$ cat config.mk
export PLATFORM = sky130hd
export DESIGN_NAME = six_bit_text_encoder
export DESIGN_NICKNAME = d
export VERILOG_FILES = /design/src/sv/sbte_pkg.sv /design/src/sv/sbte_front.sv /design/src/sv/sbte_queue.sv /design/src/sv/sbte_back.sv /design/src/sv/six_bit_text_encoder.sv
export VERILOG_INCLUDE_DIRS = /design/src /design/src/sv
export SDC_FILE = /design/constraint.sdc
export NUM_CORES = 1
export LEC_CHECK = 0
export BUFFER_PORTS_ARGS = -buffer_cell sky130_fd_sc_hd__clkbuf_2
export CAP_MARGIN = 20
export CORE_UTILIZATION = 40
export CTS_BUF_LIST = sky130_fd_sc_hd__clkbuf_8
export DETAILED_ROUTE_END_ITERATION = 12
export SLEW_MARGIN = 20
export SYNTH_ARGS = -nofsm -noshare
export SYNTH_HDL_FRONTEND = slang
export SYNTH_SLANG_ARGS = --single-unit
$ cat constraint.sdc
create_clock -name i_clk -period 6.83 [get_ports i_clk]
set_input_delay 0.683 -clock i_clk [delete_from_list [all_inputs] [get_ports i_clk]]
set_output_delay 0.683 -clock i_clk [all_outputs]
set_load 0.01 [all_outputs]
$ cat src/sv/six_bit_text_encoder_macros.svh
// Assertion macros used by the encoder top level.
`ifndef SIX_BIT_TEXT_ENCODER_MACROS_SVH
`define SIX_BIT_TEXT_ENCODER_MACROS_SVH

// Same-cycle implication, disabled while reset is held.
`define SBTE_ASSERT_NOW(label, clk, rst_n, a, b) \
    label: assert property (@(posedge clk) disable iff (!rst_n) (a) |-> (b)) \
        else $error("encoder check failed");

// Next-cycle implication, disabled while reset is held.
`define SBTE_ASSERT_NEXT(label, clk, rst_n, a, b) \
    label: assert property (@(posedge clk) disable iff (!rst_n) (a) |=> (b)) \
        else $error("encoder check failed");

`endif

$ cat src/sv/sbte_pkg.sv
// Types and constants for the six-bit text encoder.
`timescale 1ns / 1ps
package sbte_pkg;

    localparam logic [6:0] LINE_FEED   = 7'd10;
    localparam logic [6:0] CHAR_OFFSET = 7'h20;
    localparam logic [6:0] CHAR_MAX    = 7'h5f;

    localparam int QUEUE_DEPTH = 4;
    localparam int QUEUE_PTR_W = $clog2(QUEUE_DEPTH);

    // One group of up to three bytes, zero padded, low byte in the low bits,
    // and whether a line feed follows its four characters.
    typedef struct packed {
        logic [23:0] bits;
        logic        lf;
    } t_group;

endpackage

$ cat src/sv/sbte_front.sv
// Front end: gathers bytes into groups and tracks the line position.
`timescale 1ns / 1ps
module sbte_front
    import sbte_pkg::*;
#(
    parameter int CHARS_PER_LINE = 64
) (
    input  logic         i_clk,
    input  logic         i_rst_n,
    input  logic         i_valid,
    input  logic [7:0]   i_data,
    input  logic         i_last,
    input  logic         i_queue_full,
    output logic         o_ready,
    output logic         o_push,
    output t_group       o_group
);

    localparam int LINE_W = $clog2(CHARS_PER_LINE + 4);

    logic [7:0]        r_held0, n_held0;
    logic [7:0]        r_held1, n_held1;
    logic [1:0]        r_count, n_count;
    logic [LINE_W-1:0] r_line,  n_line;

    logic              w_accept;
    logic              w_hold;
    logic [LINE_W-1:0] w_sum;
    logic [7:0]        w_b0, w_b1, w_b2;

    assign o_ready  = !i_queue_full;
    assign w_accept = i_valid && o_ready;
    assign w_hold   = (r_count < 2'd2) && !i_last;
    assign w_sum    = r_line + LINE_W'(4);

    always_comb begin
        // missing bytes of a partial group read as zero
        w_b0 = (r_count == 2'd0) ? i_data : r_held0;
        w_b1 = (r_count == 2'd0) ? 8'd0 : ((r_count == 2'd1) ? i_data : r_held1);
        w_b2 = (r_count == 2'd2) ? i_data : 8'd0;

        o_group.bits = {w_b2, w_b1, w_b0};
        o_group.lf   = (w_sum >= LINE_W'(CHARS_PER_LINE));
        o_push       = w_accept && !w_hold;

        n_held0 = r_held0;
        n_held1 = r_held1;
        n_count = r_count;
        n_line  = r_line;
        if (w_accept) begin
            if (w_hold) begin
                if (r_count[0]) begin
                    n_held1 = i_data;
                end else begin
                    n_held0 = i_data;
                end
                n_count = r_count + 2'd1;
            end else begin
                n_count = 2'd0;
                n_line  = (o_group.lf || i_last) ? '0 : w_sum;
            end
        end
    end

    always_ff @(posedge i_clk) begin
        if (!i_rst_n) begin
            r_count <= 2'd0;
            r_line  <= '0;
        end else begin
            r_count <= n_count;
            r_line  <= n_line;
        end
        r_held0 <= n_held0;
        r_held1 <= n_held1;
    end

endmodule

$ cat src/sv/sbte_queue.sv
// Short queue of complete groups between front and back end.
`timescale 1ns / 1ps
module sbte_queue
    import sbte_pkg::*;
(
    input  logic   i_clk,
    input  logic   i_rst_n,
    input  logic   i_push,
    input  t_group i_group,
    input  logic   i_pop,
    output t_group o_head,
    output logic   o_full,
    output logic   o_empty
);

    t_group                 r_entry [QUEUE_DEPTH];
    logic [QUEUE_PTR_W-1:0] r_wr_ptr, n_wr_ptr;
    logic [QUEUE_PTR_W-1:0] r_rd_ptr, n_rd_ptr;
    logic [QUEUE_PTR_W:0]   r_fill,   n_fill;

    assign o_full  = (r_fill == (QUEUE_PTR_W + 1)'(QUEUE_DEPTH));
    assign o_empty = (r_fill == '0);
    assign o_head  = r_entry[r_rd_ptr];

    always_comb begin
        n_wr_ptr = i_push ? r_wr_ptr + 1'b1 : r_wr_ptr;
        n_rd_ptr = i_pop  ? r_rd_ptr + 1'b1 : r_rd_ptr;
        n_fill   = r_fill;
        if (i_push && !i_pop) begin
            n_fill = r_fill + 1'b1;
        end else if (i_pop && !i_push) begin
            n_fill = r_fill - 1'b1;
        end
    end

    always_ff @(posedge i_clk) begin
        if (!i_rst_n) begin
            r_wr_ptr <= '0;
            r_rd_ptr <= '0;
            r_fill   <= '0;
        end else begin
            r_wr_ptr <= n_wr_ptr;
            r_rd_ptr <= n_rd_ptr;
            r_fill   <= n_fill;
        end
        if (i_push) begin
            r_entry[r_wr_ptr] <= i_group;
        end
    end

endmodule

$ cat src/sv/sbte_back.sv
// Back end: emits the four characters of a group and the optional line feed.
`timescale 1ns / 1ps
module sbte_back
    import sbte_pkg::*;
(
    input  logic       i_clk,
    input  logic       i_rst_n,
    input  t_group     i_head,
    input  logic       i_empty,
    input  logic       i_ready,
    output logic       o_pop,
    output logic       o_valid,
    output logic [6:0] o_char,
    output logic       o_last
);

    logic [2:0] r_idx, n_idx;
    logic [5:0] w_sextet;
    logic       w_accept;

    assign o_valid  = !i_empty;
    assign w_accept = o_valid && i_ready;

    always_comb begin
        case (r_idx)
            3'd0:    w_sextet = i_head.bits[5:0];
            3'd1:    w_sextet = i_head.bits[11:6];
            3'd2:    w_sextet = i_head.bits[17:12];
            default: w_sextet = i_head.bits[23:18];
        endcase

        o_char = (r_idx == 3'd4) ? LINE_FEED : ({1'b0, w_sextet} + CHAR_OFFSET);
        o_last = ((r_idx == 3'd3) && !i_head.lf) || (r_idx == 3'd4);
        o_pop  = w_accept && o_last;

        n_idx = r_idx;
        if (w_accept) begin
            n_idx = o_last ? 3'd0 : r_idx + 3'd1;
        end
    end

    always_ff @(posedge i_clk) begin
        if (!i_rst_n) begin
            r_idx <= 3'd0;
        end else begin
            r_idx <= n_idx;
        end
    end

endmodule

$ cat src/sv/six_bit_text_encoder.sv
// A group-completing byte is written into the four-entry group queue; its first
// character shows once that group is at the queue head. Characters leave one per
// cycle while the receiver is ready, 4 or 5 per group on the single output port.
// Bytes, held or group-completing, enter one per cycle while the queue has room.
// Reset (synchronous, active low) clears the group and line counters, the queue
// and the character index.
`timescale 1ns / 1ps
`include "six_bit_text_encoder_macros.svh"
module six_bit_text_encoder
    import sbte_pkg::*;
#(
    parameter int CHARS_PER_LINE = 64
) (
    input  logic       i_clk,
    input  logic       i_rst_n,
    input  logic       s_axis_tvalid,
    output logic       s_axis_tready,
    input  logic [7:0] s_axis_tdata,   // [7:0] data_byte
    input  logic       s_axis_tlast,   // block_end
    output logic       m_axis_tvalid,
    input  logic       m_axis_tready,
    output logic [7:0] m_axis_tdata,   // [6:0] out_char, [7] zero
    output logic       m_axis_tlast    // run_last
);

    t_group     w_group;
    t_group     w_head;
    logic       w_push;
    logic       w_pop;
    logic       w_full;
    logic       w_empty;
    logic [6:0] w_char;

    sbte_front #(
        .CHARS_PER_LINE(CHARS_PER_LINE)
    ) u_front (
        .i_clk        (i_clk),
        .i_rst_n      (i_rst_n),
        .i_valid      (s_axis_tvalid),
        .i_data       (s_axis_tdata),
        .i_last       (s_axis_tlast),
        .i_queue_full (w_full),
        .o_ready      (s_axis_tready),
        .o_push       (w_push),
        .o_group      (w_group)
    );

    sbte_queue u_queue (
        .i_clk   (i_clk),
        .i_rst_n (i_rst_n),
        .i_push  (w_push),
        .i_group (w_group),
        .i_pop   (w_pop),
        .o_head  (w_head),
        .o_full  (w_full),
        .o_empty (w_empty)
    );

    sbte_back u_back (
        .i_clk   (i_clk),
        .i_rst_n (i_rst_n),
        .i_head  (w_head),
        .i_empty (w_empty),
        .i_ready (m_axis_tready),
        .o_pop   (w_pop),
        .o_valid (m_axis_tvalid),
        .o_char  (w_char),
        .o_last  (m_axis_tlast)
    );

    assign m_axis_tdata = {1'b0, w_char};

    // a group may only enter a queue with room
    `SBTE_ASSERT_NOW(a_no_push_full, i_clk, i_rst_n, w_push, !w_full)
    // a line feed always closes the characters of its group
    `SBTE_ASSERT_NOW(a_lf_is_last, i_clk, i_rst_n,
        m_axis_tvalid && (m_axis_tdata[6:0] == LINE_FEED), m_axis_tlast)
    // characters stay in the printable range
    `SBTE_ASSERT_NOW(a_char_range, i_clk, i_rst_n, m_axis_tvalid,
        (w_char == LINE_FEED) || ((w_char >= CHAR_OFFSET) && (w_char <= CHAR_MAX)))
    // a queued group with nothing taken keeps the output valid
    `SBTE_ASSERT_NEXT(a_queue_holds, i_clk, i_rst_n,
        m_axis_tvalid && !w_pop, m_axis_tvalid)

endmodule

=== Word level (Yosys, flattened, before mapping) ===
Memories as Yosys holds them, arrays and structs flattened. A register that Yosys moved wholly into a read port is not among the register bits.
Index checks and enable logic that the tools add are counted.

* Flip-flop bits (word level): 35
* Bits in writable memories: 100
* Bits of input ports: 13
* Output and inout port bits: 11
* Logic and storage cells: 67
* Memories: 1

* Add/sub/neg operators: 8
* $lt $le $gt $ge: 2
* Eq/ne operators: 7
* Mux-type cells: 15
* Bitwise operators: 2
* Reduce and logical (&&, ||, !) cells: 24

{| class="wikitable"
|+ Memories
! name !! depth !! width !! read ports !! clocked after Yosys merged registers in !! wr ports !! line !! text
|-
| u_queue.r_entry || 4 || 25 || 1 || 1 || 1 || sbte_queue.sv:16 || <nowiki>t_group r_entry [QUEUE_DEPTH];</nowiki>
|}

{| class="wikitable"
|+ Operators with widths
! kind !! count
|-
| $mux W8 || 4
|-
| $pmux W6 S3 || 1
|-
| $mux W7 || 2
|-
| $mux W3 || 3
|-
| $logic_and A1 B1 Y1 || 8
|-
| $add A6 B6 Y7 const B || 1
|-
| $add A7 B3 Y7 const B || 1
|-
| $ge A7 B7 Y1 const B || 1
|-
| $logic_not A1 Y1 || 7
|-
| $add A2 B1 Y2 const B || 3
|-
| $add A3 B1 Y3 const B || 2
|-
| $eq A3 B2 Y1 const B || 2
|-
| $eq A3 B3 Y1 const B || 2
|-
| $logic_not A3 Y1 || 2
|-
| $mux W2 || 3
|-
| $reduce_and A3 Y1 || 2
|-
| $eq A3 B1 Y1 const B || 1
|-
| $sub A3 B1 Y3 const B || 1
|-
| $eq A2 B1 Y1 const B || 1
|-
| $eq A2 B2 Y1 const B || 1
|-
| $logic_not A2 Y1 || 1
|-
| $logic_or A1 B1 Y1 || 2
|-
| $lt A2 B2 Y1 const B || 1
|-
| $mux W1 || 2
|-
| 3 further kinds || 4
|}

=== Longest topological paths before layout ===
* Word-level depth: 8
* Depth in mapped cells: 13
* Gate-level depth less buffers: 12

=== Hierarchy ===
From an unflattened synthesis, not the netlist that was laid out.

* Cells, all modules: 336
* Area, all modules: 5724.2 µm²

{| class="wikitable"
|+ Modules (own cells, without submodules)
! module !! times used !! cells an instance !! area each (µm²) !! sequential area each (µm²)
|-
| sbte_queue || 1 || 174 || 4096.4 || 3183.1
|-
| sbte_front || 1 || 100 || 1158.6 || 620.6
|-
| sbte_back || 1 || 60 || 457.9 || 60.1
|-
| six_bit_text_encoder || 1 || 2 || 11.3 || 0.0
|}

=== Least setup slack after synthesis ===
OpenSTA, ideal clock, no wires.

* Path kind: reg-to-reg
* Start: register u_back.r_idx[2]
* End: register u_queue.r_fill[2]
* Setup time: 0.071 ns
* Arrival: 2.406 ns
* Required time: 6.759 ns
* Slack: 4.353 ns
* Cell stages (with the launch flop): 14
* Buffers on the path: 1
* Period minus slack after synthesis: 2.477 ns
* Cells stage by stage: dfxtp_1 > clkbuf_1 > inv_1 > ha_1 > inv_1 > o21a_1 > inv_1 > nand2_1 > ha_1 > inv_1 > fa_1 > xor2_1 > or3_1 > a21oi_1

* Word-level cells in the longest chain between the ends: 7
* Elaborated cells between the ends (all ways): 10
* Classes of those cells: eq/ne: 2; mux: 1; reduce/logical: 7

{| class="wikitable"
|+ RTL lines
! item !! line !! text
|-
| start: declaration || sbte_back.sv:17 || <nowiki>logic [2:0] r_idx, n_idx;</nowiki>
|-
| start signal: assignment || sbte_back.sv:46 || <nowiki>r_idx <= n_idx;</nowiki>
|-
| $eq A3 B2 Y1 || sbte_back.sv:33 || <nowiki>o_last = ((r_idx == 3'd3) && !i_head.lf) || (r_idx == 3'd4);</nowiki>
|-
| $logic_and A1 B1 Y1 || sbte_back.sv:33 ||
|-
| $logic_or A1 B1 Y1 (*) || sbte_back.sv:33 ||
|-
| named net m_axis_tlast || six_bit_text_encoder.sv:23 || <nowiki>output logic m_axis_tlast</nowiki>
|-
| $logic_and A1 B1 Y1 (*) || sbte_back.sv:34 || <nowiki>o_pop = w_accept && o_last;</nowiki>
|-
| $logic_not A1 Y1 || sbte_queue.sv:29 || <nowiki>if (i_push && !i_pop) begin</nowiki>
|-
| $logic_and A1 B1 Y1 || sbte_queue.sv:29 ||
|-
| $mux W3 / $reduce_bool A2 Y1 (equally long branches) || n/a ||
|-
| end signal: assignment || sbte_queue.sv:44 || <nowiki>r_fill <= n_fill;</nowiki>
|-
| end: declaration || sbte_queue.sv:19 || <nowiki>logic [QUEUE_PTR_W:0] r_fill, n_fill;</nowiki>
|}

The timed path passes the listed nets; every way through them passes the cells marked *.
A chain may end at the register's enable or synchronous reset.

=== Worst setup path after layout ===
* Start: register u_back.r_idx[0]
* End: output m_axis_tdata[4]

* Word-level cells in the longest chain between the ends: 4
* Elaborated cells between the ends (all ways): 7
* Classes of those cells: add/sub: 1; eq/ne: 3; mux: 2; reduce/logical: 1

{| class="wikitable"
|+ RTL lines
! item !! line !! text
|-
| $eq A3 B2 Y1 (tied with other cells) || sbte_back.sv:25 || <nowiki>case (r_idx)</nowiki>
|-
| $pmux W6 S3 || sbte_back.sv:25 ||
|-
| $add A6 B6 Y7 || sbte_back.sv:32 || <nowiki>o_char = (r_idx == 3'd4) ? LINE_FEED : ({1'b0, w_sextet} + CHAR_OFFSET);</nowiki>
|-
| $mux W7 (*) || sbte_back.sv:32 ||
|-
| end: declaration || six_bit_text_encoder.sv:22 || <nowiki>output logic [7:0] m_axis_tdata,</nowiki>
|}

Every way passes the cells marked *; elsewhere a longest branch is shown, timed or not.

==> flow_metrics.py <==
metrics = {
    "routing": {
        "viasPerCell": 5.18,
        "postRouteAntennaNets": 0,
        "dr.pass1.iters": 4,
        "via_count": 3026,
        "totalWireLength_um": 10700,
        "drc": 0,
        "drt_iter0_markers": 202,
        "drt-wirelength-per-cell_um": 18.3,
    },
    "pwr": {
        "p_switching_mw": 0.390,
        "p_per_area_nw_per_um2": 260,
        "seqPwrFrac": 0.572,
        "p_leak_nw": 2.11,
        "share_comb_of_total_power": 0.093,
        "clkPwrFrac": 0.335,
        "ir_drop_mv": 0.133,
        "switching_share": 0.238,
        "p_int_mw": 1.25,
    },
    "layout": {
        "final-instance-count-excl-fill": 584,
        "syn_to_final_growth_pct": 11.6,
        "fin_nets": 419,
        "layout-drive-gt1-share": 0.203,
        "mostFrequentLayoutCells": "edfxtp_1 (116), mux2i_1 (29), inv_1 (25)",
        "fill_cells": 1223,
        "diodes": 0,
        "layout_commonest_cell": "edfxtp_1",
    },
    "clock_tree": {
        "cts_buffers": 17,
        "clock_tree.root_cell": "clkbuf_8",
        "cts_tree": "done",
        "clk_pin_slew_ps": 70,
        "cts_setup_buffers": 0,
        "cts_resized": 0,
        "clock_path_buffers": 2,
        "cts_hold_buf": 0,
        "clock_sinks": 135,
        "htree_levels": 4,
        "clkLatencyLatePin_ps": 440,
    },
    "synth": {
        "synthArstFlopShare": 0,
        "synth_top_family_by_area": "multiplexers",
        "yosysTopAreaCell": "edfxtp_1",
        "synth_mux_area_frac": 0.127,
        "synth-simple-area-share": 0.0648,
        "synth_flop_cell": "edfxtp_1",
        "synth_compound_area_frac": 0.0511,
        "synthAdderAreaFrac": 0.0346,
        "synth-seq-cells": 135,
        "synthTopCellsByArea": "edfxtp_1 (62%), dfxtp_1 (6.7%), mux4_2 (6.0%)",
        "yosysSeqAreaShare": 0.686,
        "synth_edf_count": 116,
        "synth_cell_types": 41,
        "syn_inst": 358,
        "synth_xor_area_frac": 0.0109,
        "syn_nets": 386,
        "synth_top_cell_area_share": 0.618,
        "syn_avg_cell_area_um2": 15.7,
        "ys.warnings.count": 0,
        "synth.cell_area_um2": 5640,
    },
    "global_routing": {
        "grt_max_degree": 36,
        "grt_pass1_vias": 3203,
        "grt_pass1_wl_um": 17200,
        "antenna_found_initial": 0,
        "grt_usage": 0.165,
        "overflow": 0,
    },
    "worst_setup_path": {
        "worstPathArrival_ps": 2490,
        "path_class": "reg2out",
        "cp-end-kind": "primary output",
        "crit_fanout": 11,
        "worstSetupStartpointType": "register",
        "required_ps": 6150,
    },
    "floorplanning": {
        "die_w_um": 121,
        "pin_count": 24,
        "dieArea_um2": 14600,
        "row_count": 43,
        "die_h_um": 121,
        "coreArea_um2": 13800,
        "start_util": 0.408,
    },
    "sta": {
        "finalCritPeriodShare": 0.464,
        "fin_worst_skew_ps": 9.05,
        "slew_headroom": 0.294,
        "setup_viol_count_final": 0,
        "timing.fmax_mhz": 316,
        "rsz0062_at_grt": "false",
        "slew_violations": 0,
        "hold_viol_final": 0,
        "post-route-min-period_ps": 3170,
        "worstMarginPinSlew_ps": 1060,
        "hold_slack_ps": 446,
        "fin_setup_tns_ps": 0,
    },
    "outcome": {
        "status": "finished clean",
    },
    "place": {
        "port-buffer-count": 22,
        "place_inst": 552,
        "hpwl_um": 6670,
        "gp_congestion": 0.735,
    },
    "flow_run": {
        "cap_violations": 0,
    },
    "worst_hold_path": {
        "hp-class": "reg2reg",
    },
}
[layer usage]
metal | track usage | routed length [µm] | vias up
li1 | - | - | 1435
met1 | 0.204 | 4840 | 1523
met2 | 0.274 | 5220 | 53
met3 | 0.0425 | 437 | 15
met4 | 0.0718 | 178 | 0
met5 | 0 | 0 | -
[registers in the layout, summed over array words and instances (netlist names), named ones only]
signal,cells
u_back.r_idx,3
u_front.r_count,2
u_front.r_held0,8
u_front.r_held1,8
u_front.r_line,5
u_queue.r_entry,100
u_queue.r_fill,3
u_queue.r_rd_ptr,2
u_queue.r_wr_ptr,2
[worst max-delay path, cell delays in order (launching register included)]
cell	delay, ps
dfxtp_1	340
inv_1	100
ha_1	520
or3b_2	550
o22ai_1	180
nor2_1	70
o221ai_1	100
clkbuf_2	180
[path summary, 6_finish.rpt]
check / from / end / slack [ps] / cells after the start
setup / recovery: u_back.r_idx[0] / m_axis_tdata[4] / 3660 / 7
hold reg to reg: u_front.r_line[6] / u_front.r_line[6] / 450 / 2
setup reg to reg: register / u_queue.r_fill[2] / 3710 / 10
hold / removal: u_front.r_line[6] / u_front.r_line[6] / 450 / 2
[per-stage QoR]
step	setup WS (ps)	total power, mW	util	cell area [µm²]
after global placement	3830	1.10	0.431	5960
after CTS	3590	1.65	0.455	6290
after detailed placement	3690	1.11	0.431	5960
final	3660	1.64	0.455	6290
after global routing	3470	1.70	0.455	6290
after floorplan	4350	1.05	-	5640
[power by group through the flow]
stage | Combinational [mW] | Sequential (mW) | Clock, mW
5_1_grt | 0.169 | 0.939 | 0.596
3_5_place_dp | 0.154 | 0.954 | 0
2_1_floorplan | 0.0985 | 0.951 | 0
6_report | 0.152 | 0.936 | 0.549
3_3_place_gp | 0.152 | 0.953 | 0
4_1_cts | 0.155 | 0.936 | 0.561
[cells in the mapped netlist (4+ instances only)]
| cell type | number |
|---|---|
| edfxtp_1 | 116 |
| mux2i_1 | 29 |
| nor2_1 | 21 |
| dfxtp_1 | 19 |
| inv_1 | 17 |
| mux4_2 | 15 |
| ha_1 | 14 |
| nand2_1 | 12 |
| o21ai_0 | 10 |
| a21oi_1 | 9 |
| and2_1 | 9 |
| clkbuf_1 | 8 |
| mux2_2 | 8 |
| o22ai_1 | 7 |
| a22oi_1 | 6 |
| nand3_1 | 6 |
| and3_1 | 4 |
| buf_2 | 4 |
| or3_1 | 4 |
| xnor2_1 | 4 |
[cells by family after synthesis]
group | Yosys count
other | 1
adders and majority gates | 15
muxes | 52
AOI/OAI and AO/OA | 44
and+or+nand+nor | 71
buffers and inverters | 33
xor gates and xnor gates | 7
DFF | 135
[layout make-up]
type | count | area [µm²] | area share
well taps | 180 | 225 | 0.0358
flip-flops and latches | 135 | 3860 | 0.615
clock inverters | 12 | 51.3 | 0.00816
multi-input cells | 190 | 1640 | 0.261
repair buffers | 29 | 160 | 0.0255
inverters | 18 | 67.6 | 0.0107
clock buffers | 20 | 275 | 0.0438
No activity file was read; power rests on OpenSTA's default activity.
